<file path="src/assert_macros.svh">
// shared assertion macros, clocked on clk_i with active-low reset rst_ni
`ifndef ASSERT_MACROS_SVH
`define ASSERT_MACROS_SVH

// checked only outside reset
`define DDPD_ASSERT(lbl, prop, msg) \
  lbl: assert property (@(posedge clk_i) disable iff (!rst_ni) prop) \
    else $error(msg);

// checked at every edge, reset included
`define DDPD_ASSERT_RST(lbl, prop, msg) \
  lbl: assert property (@(posedge clk_i) prop) else $error(msg);

`endif

</file>
<file path="src/ddpd_pkg.sv">
package ddpd_pkg;

  // default fixed point formats
  localparam int unsigned ANGLE_FRAC_BITS_DEF = 7;
  localparam int unsigned GAIN_FRAC_BITS_DEF  = 8;

  // field widths
  localparam int unsigned HEAD_W  = 17;
  localparam int unsigned TIME_W  = 32;
  localparam int unsigned GAIN_W  = 16;
  localparam int unsigned SPEED_W = 7;
  localparam int unsigned SERVO_W = 8;

  // stream and config port widths
  localparam int unsigned S_TDATA_W  = 56;
  localparam int unsigned M_TDATA_W  = 24;
  localparam int unsigned CFG_IDX_W  = 2;
  localparam int unsigned CFG_DATA_W = 16;

  // datapath widths: heading error stays within +-65535, so the
  // derivative numerator (error step times 1000) stays below 2^27
  localparam int unsigned ERR_W   = 18;
  localparam int unsigned NUM_W   = 28;
  localparam int unsigned DERR_W  = NUM_W + 1;
  localparam int unsigned P_W     = GAIN_W + 1 + ERR_W;
  localparam int unsigned D_W     = GAIN_W + 1 + DERR_W;
  localparam int unsigned OMEGA_W = D_W + 1;
  localparam int unsigned V_W     = OMEGA_W + 1;

  // register indexes
  localparam logic [CFG_IDX_W-1:0] REG_PROP_GAIN  = 2'd0;
  localparam logic [CFG_IDX_W-1:0] REG_DERIV_GAIN = 2'd1;
  localparam logic [CFG_IDX_W-1:0] REG_MAX_SPEED  = 2'd2;

  // reset values
  localparam logic [GAIN_W-1:0]  PROP_GAIN_RST  = 16'd256;
  localparam logic [GAIN_W-1:0]  DERIV_GAIN_RST = 16'd51;
  localparam logic [SPEED_W-1:0] MAX_SPEED_RST  = 7'd25;
  localparam logic [TIME_W-1:0]  STEP_RST       = 32'd10;

  // servo constants
  localparam logic [SERVO_W-1:0] SERVO_CENTER = 8'd90;
  localparam logic [SPEED_W-1:0] SPEED_LIMIT  = 7'd90;

  typedef enum logic [2:0] {
    ST_IDLE,
    ST_CHECK,
    ST_DIV,
    ST_MUL,
    ST_SUM,
    ST_FIN
  } state_e;

  typedef enum logic [2:0] {
    ZONE_FWD_LO,
    ZONE_FWD_HI,
    ZONE_REAR_R,
    ZONE_REAR_L,
    ZONE_INVALID
  } zone_e;

  typedef struct packed {
    logic in_ready;
    logic div_start;
    logic mul_en;
    logic sum_en;
    logic commit;
  } ctrl_cmd_t;

  typedef struct packed {
    logic fwd;
    logic div_busy;
    logic out_free;
  } ctrl_stat_t;

endpackage

</file>
<file path="src/diff_drive_pd_heading.sv">
// Heading controller for a two-wheel differential drive.
// Input stream s_axis: one heading command per transfer (angle in 1/128
// degree, millisecond timestamp). Output stream m_axis: one result per
// command with both servo positions (90 is stop) and the drive enable flag.
// Config channel cfg_*: index 0 proportional gain, 1 derivative gain,
// 2 max wheel speed; always ready, write only while no command is in flight.
// Forward-zone commands run the PD loop through the check, divide, multiply,
// sum and final steps; the divide step is the 28-step bit-serial divider that
// forms the derivative. Rear-zone and invalid commands go from check straight
// to the final step, where the result is written to the output register.
// A result waits in the output register while m_axis_tready is low; the
// next command is still accepted and worked on, and it stalls only at its
// final step until the register frees up.
// Reset restores the register defaults (256, 51, 25), clears the loop
// history (previous step 10 ms) and enables the drive.
module diff_drive_pd_heading #(
  parameter int unsigned ANGLE_FRAC_BITS = ddpd_pkg::ANGLE_FRAC_BITS_DEF,
  parameter int unsigned GAIN_FRAC_BITS  = ddpd_pkg::GAIN_FRAC_BITS_DEF
) (
  input  logic                            clk_i,
  input  logic                            rst_ni,
  // heading [16:0], now_ms [48:17], zero fill above
  input  logic [ddpd_pkg::S_TDATA_W-1:0]  s_axis_tdata,
  input  logic                            s_axis_tvalid,
  output logic                            s_axis_tready,
  // left_servo [7:0], right_servo [15:8], drive_enabled [16], zero fill above
  output logic [ddpd_pkg::M_TDATA_W-1:0]  m_axis_tdata,
  output logic                            m_axis_tvalid,
  input  logic                            m_axis_tready,
  input  logic                            cfg_valid_i,
  output logic                            cfg_ready_o,
  input  logic [ddpd_pkg::CFG_IDX_W-1:0]  cfg_index_i,
  input  logic [ddpd_pkg::CFG_DATA_W-1:0] cfg_data_i
);

  ddpd_pkg::ctrl_cmd_t  cmd;
  ddpd_pkg::ctrl_stat_t status;

  ddpd_ctrl u_ctrl (
    .clk_i      (clk_i),
    .rst_ni     (rst_ni),
    .in_valid_i (s_axis_tvalid),
    .status_i   (status),
    .cmd_o      (cmd)
  );

  ddpd_dp #(
    .ANGLE_FRAC_BITS (ANGLE_FRAC_BITS),
    .GAIN_FRAC_BITS  (GAIN_FRAC_BITS)
  ) u_dp (
    .clk_i       (clk_i),
    .rst_ni      (rst_ni),
    .cmd_i       (cmd),
    .status_o    (status),
    .s_valid_i   (s_axis_tvalid),
    .s_data_i    (s_axis_tdata),
    .cfg_valid_i (cfg_valid_i),
    .cfg_index_i (cfg_index_i),
    .cfg_data_i  (cfg_data_i),
    .m_ready_i   (m_axis_tready),
    .m_valid_o   (m_axis_tvalid),
    .m_data_o    (m_axis_tdata)
  );

  assign s_axis_tready = cmd.in_ready;
  assign cfg_ready_o   = 1'b1;

endmodule

</file>
<file path="src/ddpd_div.sv">
`include "assert_macros.svh"

// restoring unsigned divider, one quotient bit per cycle
module ddpd_div #(
  parameter int unsigned DIVIDEND_W = ddpd_pkg::NUM_W,
  parameter int unsigned DIVISOR_W  = ddpd_pkg::TIME_W
) (
  input  logic                  clk_i,
  input  logic                  rst_ni,
  input  logic                  start_i,
  input  logic [DIVIDEND_W-1:0] dividend_i,
  input  logic [DIVISOR_W-1:0]  divisor_i,
  output logic                  busy_o,
  output logic [DIVIDEND_W-1:0] quotient_o
);

  localparam int unsigned CNT_W = $clog2(DIVIDEND_W + 1);

  logic [CNT_W-1:0]      cnt_q;
  logic [DIVIDEND_W-1:0] quo_q, quo_d;
  logic [DIVISOR_W-1:0]  rem_q, rem_d;
  logic [DIVISOR_W-1:0]  den_q;
  logic [DIVISOR_W:0]    shifted;
  logic [DIVISOR_W:0]    trial;
  logic                  fits;

  // shift in the next dividend bit and try to subtract
  always_comb begin
    shifted = {rem_q, quo_q[DIVIDEND_W-1]};
    trial   = shifted - {1'b0, den_q};
    fits    = ~trial[DIVISOR_W];
    rem_d   = fits ? trial[DIVISOR_W-1:0] : shifted[DIVISOR_W-1:0];
    quo_d   = {quo_q[DIVIDEND_W-2:0], fits};
  end

  // iteration counter
  always_ff @(posedge clk_i or negedge rst_ni) begin
    if (!rst_ni) begin
      cnt_q <= '0;
    end else if (start_i) begin
      cnt_q <= CNT_W'(DIVIDEND_W);
    end else if (busy_o) begin
      cnt_q <= cnt_q - 1'b1;
    end
  end

  // operand and partial remainder registers
  always_ff @(posedge clk_i) begin
    if (start_i) begin
      quo_q <= dividend_i;
      rem_q <= '0;
      den_q <= divisor_i;
    end else if (busy_o) begin
      quo_q <= quo_d;
      rem_q <= rem_d;
    end
  end

  assign busy_o     = (cnt_q != '0);
  assign quotient_o = quo_q;

  `DDPD_ASSERT(a_div_runs, start_i |=> busy_o, "divider did not start")

endmodule

</file>
<file path="src/ddpd_ctrl.sv">
`include "assert_macros.svh"

// sequencer for one heading command at a time
module ddpd_ctrl (
  input  logic                  clk_i,
  input  logic                  rst_ni,
  input  logic                  in_valid_i,
  input  ddpd_pkg::ctrl_stat_t  status_i,
  output ddpd_pkg::ctrl_cmd_t   cmd_o
);

  ddpd_pkg::state_e state_q, state_d;

  // state register
  always_ff @(posedge clk_i or negedge rst_ni) begin
    if (!rst_ni) begin
      state_q <= ddpd_pkg::ST_IDLE;
    end else begin
      state_q <= state_d;
    end
  end

  // next state and commands
  always_comb begin
    state_d = state_q;
    cmd_o   = '0;
    unique case (state_q)
      ddpd_pkg::ST_IDLE: begin
        cmd_o.in_ready = 1'b1;
        if (in_valid_i) begin
          state_d = ddpd_pkg::ST_CHECK;
        end
      end
      ddpd_pkg::ST_CHECK: begin
        if (status_i.fwd) begin
          cmd_o.div_start = 1'b1;
          state_d         = ddpd_pkg::ST_DIV;
        end else begin
          state_d = ddpd_pkg::ST_FIN;
        end
      end
      ddpd_pkg::ST_DIV: begin
        if (!status_i.div_busy) begin
          state_d = ddpd_pkg::ST_MUL;
        end
      end
      ddpd_pkg::ST_MUL: begin
        cmd_o.mul_en = 1'b1;
        state_d      = ddpd_pkg::ST_SUM;
      end
      ddpd_pkg::ST_SUM: begin
        cmd_o.sum_en = 1'b1;
        state_d      = ddpd_pkg::ST_FIN;
      end
      ddpd_pkg::ST_FIN: begin
        if (status_i.out_free) begin
          cmd_o.commit = 1'b1;
          state_d      = ddpd_pkg::ST_IDLE;
        end
      end
      default: begin
        state_d = ddpd_pkg::ST_IDLE;
      end
    endcase
  end

  `DDPD_ASSERT(a_commit_free, cmd_o.commit |-> status_i.out_free, "commit over a held result")
  `DDPD_ASSERT(a_div_wait, (state_q == ddpd_pkg::ST_DIV && status_i.div_busy) |=> (state_q == ddpd_pkg::ST_DIV), "left divide early")
  `DDPD_ASSERT_RST(a_rst_idle, !rst_ni |=> (state_q == ddpd_pkg::ST_IDLE), "not idle in reset")

endmodule

</file>
<file path="src/ddpd_dp.sv">
`include "assert_macros.svh"

// registers, zone decode, PD arithmetic and the output register
module ddpd_dp #(
  parameter int unsigned ANGLE_FRAC_BITS = ddpd_pkg::ANGLE_FRAC_BITS_DEF,
  parameter int unsigned GAIN_FRAC_BITS  = ddpd_pkg::GAIN_FRAC_BITS_DEF
) (
  input  logic                                clk_i,
  input  logic                                rst_ni,
  input  ddpd_pkg::ctrl_cmd_t                 cmd_i,
  output ddpd_pkg::ctrl_stat_t                status_o,
  input  logic                                s_valid_i,
  input  logic [ddpd_pkg::S_TDATA_W-1:0]      s_data_i,
  input  logic                                cfg_valid_i,
  input  logic [ddpd_pkg::CFG_IDX_W-1:0]      cfg_index_i,
  input  logic [ddpd_pkg::CFG_DATA_W-1:0]     cfg_data_i,
  input  logic                                m_ready_i,
  output logic                                m_valid_o,
  output logic [ddpd_pkg::M_TDATA_W-1:0]      m_data_o
);

  localparam int unsigned HEAD_W  = ddpd_pkg::HEAD_W;
  localparam int unsigned TIME_W  = ddpd_pkg::TIME_W;
  localparam int unsigned ERR_W   = ddpd_pkg::ERR_W;
  localparam int unsigned NUM_W   = ddpd_pkg::NUM_W;
  localparam int unsigned DERR_W  = ddpd_pkg::DERR_W;
  localparam int unsigned V_W     = ddpd_pkg::V_W;
  localparam int unsigned SERVO_W = ddpd_pkg::SERVO_W;
  localparam int unsigned FB      = ANGLE_FRAC_BITS + GAIN_FRAC_BITS;
  // 360 degrees need ANGLE_FRAC_BITS + 9 bits plus sign
  localparam int unsigned CMP_W   = (ANGLE_FRAC_BITS + 10 > ERR_W) ? ANGLE_FRAC_BITS + 10 : ERR_W;
  localparam int unsigned PAD_W   = ddpd_pkg::M_TDATA_W - 2 * SERVO_W - 1;

  localparam logic signed [CMP_W-1:0] A90  = CMP_W'(90 * (2 ** ANGLE_FRAC_BITS));
  localparam logic signed [CMP_W-1:0] A180 = CMP_W'(180 * (2 ** ANGLE_FRAC_BITS));
  localparam logic signed [CMP_W-1:0] A270 = CMP_W'(270 * (2 ** ANGLE_FRAC_BITS));
  localparam logic signed [CMP_W-1:0] A360 = CMP_W'(360 * (2 ** ANGLE_FRAC_BITS));

  // captured command
  logic signed [HEAD_W-1:0]           head_q;
  logic [TIME_W-1:0]                  now_q;

  // configuration
  logic [ddpd_pkg::GAIN_W-1:0]        prop_gain_q;
  logic [ddpd_pkg::GAIN_W-1:0]        deriv_gain_q;
  logic [ddpd_pkg::SPEED_W-1:0]       max_speed_q;

  // loop state
  logic signed [ERR_W-1:0]            prev_error_q;
  logic [TIME_W-1:0]                  prev_step_q;
  logic [TIME_W-1:0]                  last_time_q;
  logic                               attached_q, attached_d;

  // arithmetic
  logic signed [CMP_W-1:0]            h_ext;
  logic signed [CMP_W-1:0]            err_wide;
  logic signed [ERR_W-1:0]            err;
  logic signed [ERR_W:0]              err_step;
  logic signed [DERR_W-1:0]           num_s;
  logic [NUM_W-1:0]                   num_mag;
  logic [TIME_W-1:0]                  divisor;
  logic [NUM_W-1:0]                   quotient;
  logic                               div_busy;
  logic                               neg_q;
  logic signed [DERR_W-1:0]           derr;
  logic signed [ddpd_pkg::P_W-1:0]    pterm_d, pterm_q;
  logic signed [ddpd_pkg::D_W-1:0]    dterm_d, dterm_q;
  logic signed [ddpd_pkg::OMEGA_W-1:0] omega_d, omega_q;
  logic [ddpd_pkg::SPEED_W-1:0]       lim;
  logic signed [V_W-1:0]              lwf;
  logic signed [V_W-1:0]              v;
  logic signed [V_W-1:0]              clamped;
  logic signed [V_W-1:0]              shifted;
  logic [SERVO_W-1:0]                 wheel, wheel_lo, wheel_hi;
  logic [SERVO_W-1:0]                 left, right;
  ddpd_pkg::zone_e                    zone;
  logic                               reenable;
  logic                               fwd;

  logic                               m_valid_q;
  logic [ddpd_pkg::M_TDATA_W-1:0]     m_data_q;

  // command capture
  always_ff @(posedge clk_i) begin
    if (s_valid_i && cmd_i.in_ready) begin
      head_q <= s_data_i[HEAD_W-1:0];
      now_q  <= s_data_i[HEAD_W+TIME_W-1:HEAD_W];
    end
  end

  // zone decode
  assign h_ext = CMP_W'(head_q);

  always_comb begin
    priority if (h_ext < 0) begin
      zone = ddpd_pkg::ZONE_INVALID;
    end else if (h_ext <= A90) begin
      zone = ddpd_pkg::ZONE_FWD_LO;
    end else if (h_ext <= A180) begin
      zone = ddpd_pkg::ZONE_REAR_R;
    end else if (h_ext < A270) begin
      zone = ddpd_pkg::ZONE_REAR_L;
    end else if (h_ext == A270) begin
      zone = ddpd_pkg::ZONE_INVALID;
    end else begin
      zone = ddpd_pkg::ZONE_FWD_HI;
    end
  end

  assign fwd      = (zone == ddpd_pkg::ZONE_FWD_LO) || (zone == ddpd_pkg::ZONE_FWD_HI);
  assign reenable = (h_ext >= 0) && (h_ext < A360);

  // heading error and derivative numerator (times 1000 as shifts)
  always_comb begin
    err_wide = (h_ext > A180) ? (h_ext - A360) : h_ext;
    err      = err_wide[ERR_W-1:0];
    err_step = (ERR_W+1)'(err) - (ERR_W+1)'(prev_error_q);
    num_s    = (DERR_W'(err_step) <<< 10) - (DERR_W'(err_step) <<< 4)
             - (DERR_W'(err_step) <<< 3);
    num_mag  = num_s[DERR_W-1] ? NUM_W'(-num_s) : NUM_W'(num_s);
    divisor  = (prev_step_q == '0) ? TIME_W'(1) : prev_step_q;
  end

  ddpd_div #(
    .DIVIDEND_W (NUM_W),
    .DIVISOR_W  (TIME_W)
  ) u_div (
    .clk_i      (clk_i),
    .rst_ni     (rst_ni),
    .start_i    (cmd_i.div_start),
    .dividend_i (num_mag),
    .divisor_i  (divisor),
    .busy_o     (div_busy),
    .quotient_o (quotient)
  );

  // numerator sign for the truncating quotient
  always_ff @(posedge clk_i) begin
    if (cmd_i.div_start) begin
      neg_q <= num_s[DERR_W-1];
    end
  end

  // derivative never exceeds 2^27, so it fits the signed DERR_W-bit derr without saturation
  assign derr = neg_q ? -$signed({1'b0, quotient}) : $signed({1'b0, quotient});

  // gain products, then their sum
  assign pterm_d = $signed({1'b0, prop_gain_q}) * err;
  assign dterm_d = $signed({1'b0, deriv_gain_q}) * derr;
  assign omega_d = ddpd_pkg::OMEGA_W'(pterm_q) + ddpd_pkg::OMEGA_W'(dterm_q);

  always_ff @(posedge clk_i) begin
    if (cmd_i.mul_en) begin
      pterm_q <= pterm_d;
      dterm_q <= dterm_d;
    end
    if (cmd_i.sum_en) begin
      omega_q <= omega_d;
    end
  end

  // clamp the loop output and turn it into a servo position
  always_comb begin
    lim      = (max_speed_q > ddpd_pkg::SPEED_LIMIT) ? ddpd_pkg::SPEED_LIMIT : max_speed_q;
    lwf      = V_W'($signed({1'b0, lim})) <<< FB;
    v        = ((zone == ddpd_pkg::ZONE_FWD_LO) ? lwf : -lwf) - V_W'(omega_q);
    if (v < -lwf) begin
      clamped = -lwf;
    end else if (v > lwf) begin
      clamped = lwf;
    end else begin
      clamped = v;
    end
    shifted  = clamped >>> FB;
    wheel    = ddpd_pkg::SERVO_CENTER + shifted[SERVO_W-1:0];
    wheel_lo = ddpd_pkg::SERVO_CENTER - {1'b0, lim};
    wheel_hi = ddpd_pkg::SERVO_CENTER + {1'b0, lim};
  end

  // result select per zone
  always_comb begin
    attached_d = attached_q;
    unique case (zone)
      ddpd_pkg::ZONE_FWD_LO: begin
        left  = wheel;
        right = wheel_lo;
      end
      ddpd_pkg::ZONE_FWD_HI: begin
        left  = wheel_hi;
        right = wheel;
      end
      ddpd_pkg::ZONE_REAR_R: begin
        left  = wheel_lo;
        right = wheel_lo;
      end
      ddpd_pkg::ZONE_REAR_L: begin
        left  = wheel_hi;
        right = wheel_hi;
      end
      default: begin
        left  = ddpd_pkg::SERVO_CENTER;
        right = ddpd_pkg::SERVO_CENTER;
      end
    endcase
    if (zone == ddpd_pkg::ZONE_INVALID) begin
      attached_d = 1'b0;
    end else if (reenable) begin
      attached_d = 1'b1;
    end
  end

  // configuration and loop state
  always_ff @(posedge clk_i or negedge rst_ni) begin
    if (!rst_ni) begin
      prop_gain_q  <= ddpd_pkg::PROP_GAIN_RST;
      deriv_gain_q <= ddpd_pkg::DERIV_GAIN_RST;
      max_speed_q  <= ddpd_pkg::MAX_SPEED_RST;
      prev_error_q <= '0;
      prev_step_q  <= ddpd_pkg::STEP_RST;
      last_time_q  <= '0;
      attached_q   <= 1'b1;
      m_valid_q    <= 1'b0;
    end else begin
      if (cfg_valid_i) begin
        unique case (cfg_index_i)
          ddpd_pkg::REG_PROP_GAIN:  prop_gain_q  <= cfg_data_i;
          ddpd_pkg::REG_DERIV_GAIN: deriv_gain_q <= cfg_data_i;
          ddpd_pkg::REG_MAX_SPEED:  max_speed_q  <= cfg_data_i[ddpd_pkg::SPEED_W-1:0];
          default: ;
        endcase
      end
      if (cmd_i.commit) begin
        attached_q <= attached_d;
        if (fwd) begin
          prev_step_q  <= now_q - last_time_q;
          last_time_q  <= now_q;
          prev_error_q <= err;
        end
      end
      if (cmd_i.commit) begin
        m_valid_q <= 1'b1;
      end else if (m_ready_i) begin
        m_valid_q <= 1'b0;
      end
    end
  end

  // output register
  always_ff @(posedge clk_i) begin
    if (cmd_i.commit) begin
      m_data_q <= {PAD_W'(0), attached_d, right, left};
    end
  end

  assign m_valid_o         = m_valid_q;
  assign m_data_o          = m_data_q;
  assign status_o.fwd      = fwd;
  assign status_o.div_busy = div_busy;
  assign status_o.out_free = !m_valid_q || m_ready_i;

  `DDPD_ASSERT(a_disable, (cmd_i.commit && zone == ddpd_pkg::ZONE_INVALID) |=> !attached_q, "invalid angle left drive enabled")

endmodule
</file>
<file path="config.mk">
export PLATFORM = sky130hd
export DESIGN_NAME = diff_drive_pd_heading
export DESIGN_NICKNAME = d
export VERILOG_FILES = /design/src/ddpd_pkg.sv /design/src/diff_drive_pd_heading.sv /design/src/ddpd_div.sv /design/src/ddpd_ctrl.sv /design/src/ddpd_dp.sv
export VERILOG_INCLUDE_DIRS = /design/src /design/src/src
export SDC_FILE = /design/constraint.sdc
export NUM_CORES = 2
export LEC_CHECK = 0
export BUFFER_PORTS_ARGS = -buffer_cell sky130_fd_sc_hd__buf_2
export CAP_MARGIN = 10
export CORE_MARGIN = 2
export CORE_UTILIZATION = 55
export CTS_BUF_LIST = sky130_fd_sc_hd__clkbuf_16
export DETAILED_ROUTE_END_ITERATION = 8
export PLACE_DENSITY = 0.82
export SYNTH_ARGS = -nofsm -noshare
export SYNTH_HDL_FRONTEND = slang
export SYNTH_HIERARCHICAL = 1
export SYNTH_SLANG_ARGS = --single-unit
</file>
<file path="constraint.sdc">
create_clock -name clk_i -period 10.3 [get_ports clk_i]
set_input_delay 1.03 -clock clk_i [delete_from_list [all_inputs] [get_ports clk_i]]
set_output_delay 1.03 -clock clk_i [all_outputs]
set_load 0.005 [all_outputs]
</file>
==> impl_metrics.tcl <==
set metrics [dict create \
    status "completed" \
    drt_iter0_drc 3001 \
    slowest_delay_ps 560 \
    place.gp.congestion 0.932 \
    syn_to_final_growth_pct 5.88 \
    grt_pass1_vias 42769 \
    numCtsBuffers 47 \
    final_net_count 7125 \
    ctsHtreeMaxLevel 2 \
    coreArea_mm2 0.0987 \
    synthXorXnorAreaFrac_pct 4.92 \
    drv_cap 0 \
    rows 115 \
    yosysWarnings 6 \
    crit_arrival_ps 9960 \
    synthAdderAreaFrac_pct 37.7 \
    via_per_inst 5.71 \
    synth-simple-area-share_pct 14.6 \
    setup_viol 0 \
    synth_top_family_by_area "adder cells" \
    cts_root_buf "clkbuf_16" \
    clock_latency_ps 630 \
    wl_per_cell_um 18.0 \
    async_flop_share_pct 31.3 \
    finalCritPeriodShare_pct 93.5 \
    cts_hold_buf 0 \
    synth.distinct_cells 103 \
    port_buffers 90 \
    fin_tns_setup_ps 0 \
    drtAntennaViolNets 0 \
    synth_cells 5888 \
    path_class "flop to flop" \
    initial_utilization_pct 55.6 \
    cts_resized 0 \
    grt_antenna_before_repair 5 \
    final_max_slew_viol_count 0 \
    post-route-min-period_ps 9630 \
    hold_viol 0 \
    critPathLaunchType "flop" \
    grt_pass1_wl_um 215000 \
    routed_wl_um 129000 \
    crit_slowest_cell "fa_1" \
    hpwl_um 101000 \
    critPathRequiredTime_ps 10630 \
    synth_enable_flop_cells 255 \
    drc 0 \
    grt_remaining_overflow 0 \
    rsz0062_at_grt "false" \
    drive_gt1_share_pct 6.24 \
    grt_max_degree 94 \
    synth-compound-area-share_pct 11.0 \
    drt-pass1-iter-count 6 \
    fin_util_pct 58.9 \
    synth-seq-cells 418 \
    dieArea_mm2 0.102 \
    synth_flop_cell "edfxtp_1" \
    cts_buffer_depth 3 \
    cts.sinks 418 \
    die_x_um 320 \
    post_cts_buffers 0 \
    pin_count 106 \
    syn_area_mm2 0.0549 \
    num_vias 40911 \
    relSlewSlack_pct 19.9 \
    grt.total_usage_pct 25.9 \
    synth.mux.area_fraction_pct 1.65 \
    die_h_um 320 \
    clk_pin_slew_ps 60 \
    min_path_type "primary input to asynchronous set/reset pin" \
    max_freq_mhz 104 \
    tritoncts "yes" \
    syn_area_per_cell_um2 9.33 \
    yosysSeqAreaShare_pct 21.1 \
    diodes 0 \
    worst_clock_skew_ps 58.0 \
    end_kind "flop" \
    path_max_fanout 16 \
    path_common_cell "fa_1" \
    fillers 8061 \
    worst_pin_slew_ps 1200 \
]
==> area by class of cell <==
| type | count | area (um2) | share of cell area [%] |
|---|---|---|---|
| sequential | 418 | 11600 | 19.9 |
| clock inverter | 39 | 332 | 0.570 |
| timing repair buffer | 152 | 922 | 1.59 |
| multi-input combinational | 4181 | 38500 | 66.3 |
| inverter | 1045 | 3920 | 6.75 |
| clock buffer | 49 | 1230 | 2.11 |
| tap | 1287 | 1610 | 2.77 |
==> synth_stat cells (68+ instances only) <==
master	instances	area share, %
nor2_1	217	1.5
edfxtp_1	255	14
xnor2_1	218	3.5
a21o_1	118	1.6
clkbuf_1	222	1.5
xor2_1	88	1.4
and2_1	328	3.7
mux2_2	68	1.4
dfrtp_1	120	5.5
inv_1	1043	7.1
a21oi_1	250	2.3
o21ai_0	219	2.0
nor3_1	71	0.65
fa_1	756	28
ha_1	445	10
nand2_1	701	4.8
==> routing by layer <==
metal  global-route usage (%)  up-vias  share of wire, %
met3                     4.92      310               8.1
met4                     8.23        2               3.3
li1                         -    18893                 -
met1                     33.6    20146                41
met2                     43.9     1560                47
met5                        0        -             0.012
==> worst paths after layout <==
path	startpoint	endpoint	slack (ps)	depth (start not counted)
max	u_dp/u_div/quotient_o[2]	u_dp/dterm_q[42]	670	30
min	rst_ni	u_dp/last_time_q[8]	410	1
max reg2reg	u_dp/u_div/quotient_o[2]	u_dp/dterm_q[42]	670	30
min reg2reg	u_dp/prev_step_q[25]	u_dp/u_div/den_q[25]	440	0
max in group asynchronous	rst_ni	u_dp/m_valid_o	8540	2
min in group clk_i	u_dp/prev_step_q[25]	u_dp/u_div/den_q[25]	440	0
==> cell families (layout without fill, tap and decap cells) <==
family | Yosys count | in the layout
DFF | 418 | 418
other | 2 | 11
AOI/OAI and AO/OA | 932 | 932
muxes | 82 | 82
buffers and inverters | 1298 | 1285
and+or+nand+nor | 1648 | 1648
xor gates and xnor gates | 307 | 307
adders and majority gates | 1201 | 1201
==> state kept, by name, indices dropped and copies added (netlist names), 5 cells and up <==
| signal | count |
|---|---|
| u_dp/u_div/den_q | 32 |
| u_dp/prev_error_q | 18 |
| u_dp/omega_q | 47 |
| u_dp/deriv_gain_q | 16 |
| u_dp/u_div/cnt_q | 5 |
| u_dp/head_q | 17 |
| u_dp/u_div/rem_q | 32 |
| u_dp/max_speed_q | 7 |
| u_dp/u_div/quotient_o | 28 |
| u_dp/last_time_q | 32 |
| u_dp/prop_gain_q | 16 |
| u_dp/now_q | 32 |
| u_dp/dterm_q | 46 |
| u_dp/pterm_q | 35 |
| u_dp/prev_step_q | 32 |
| u_dp/m_data_o | 17 |
==> metrics by stage <==
stage / hold WS (ps) / instances / area [um2] / setup slack, ps
floorplan: 449 / 5897 / 55000 / 1340
CTS: 427 / 7171 / 58100 / 667
global route: 459 / 7171 / 58100 / 214
global placement: 459 / 7083 / 56600 / 877
detailed placement: 461 / 7083 / 56600 / 718
finish: 410 / 7171 / 58100 / 668
==> worst max-delay path: cells and delay by family, from the launching register on <==
family	cells	cell delay (ps)
xor gates and xnor gates	2	480
and+or+nand+nor	11	3060
buffers and inverters	3	150
DFF	1	500
adders and majority gates	7	3400
AOI/OAI and AO/OA	7	1770
==> cells in the final DEF, fill, tap and decap left out, types with 71 or more instances in the layout <==
cell type and n:
and2_1 325, a21oi_1 250, xnor2_1 207, dfrtp_1 120, nor3_1 71, a21o_1 118, o21ai_0 219, fa_1 756
ha_1 445, nor2_1 216, nand2_1 700, buf_2 89, inv_1 1060, xor2_1 88, edfxtp_1 255
Power is left out: the tool's default activity adds up to more than one toggle a clock period on the data nets, which glitch-free logic cannot reach.
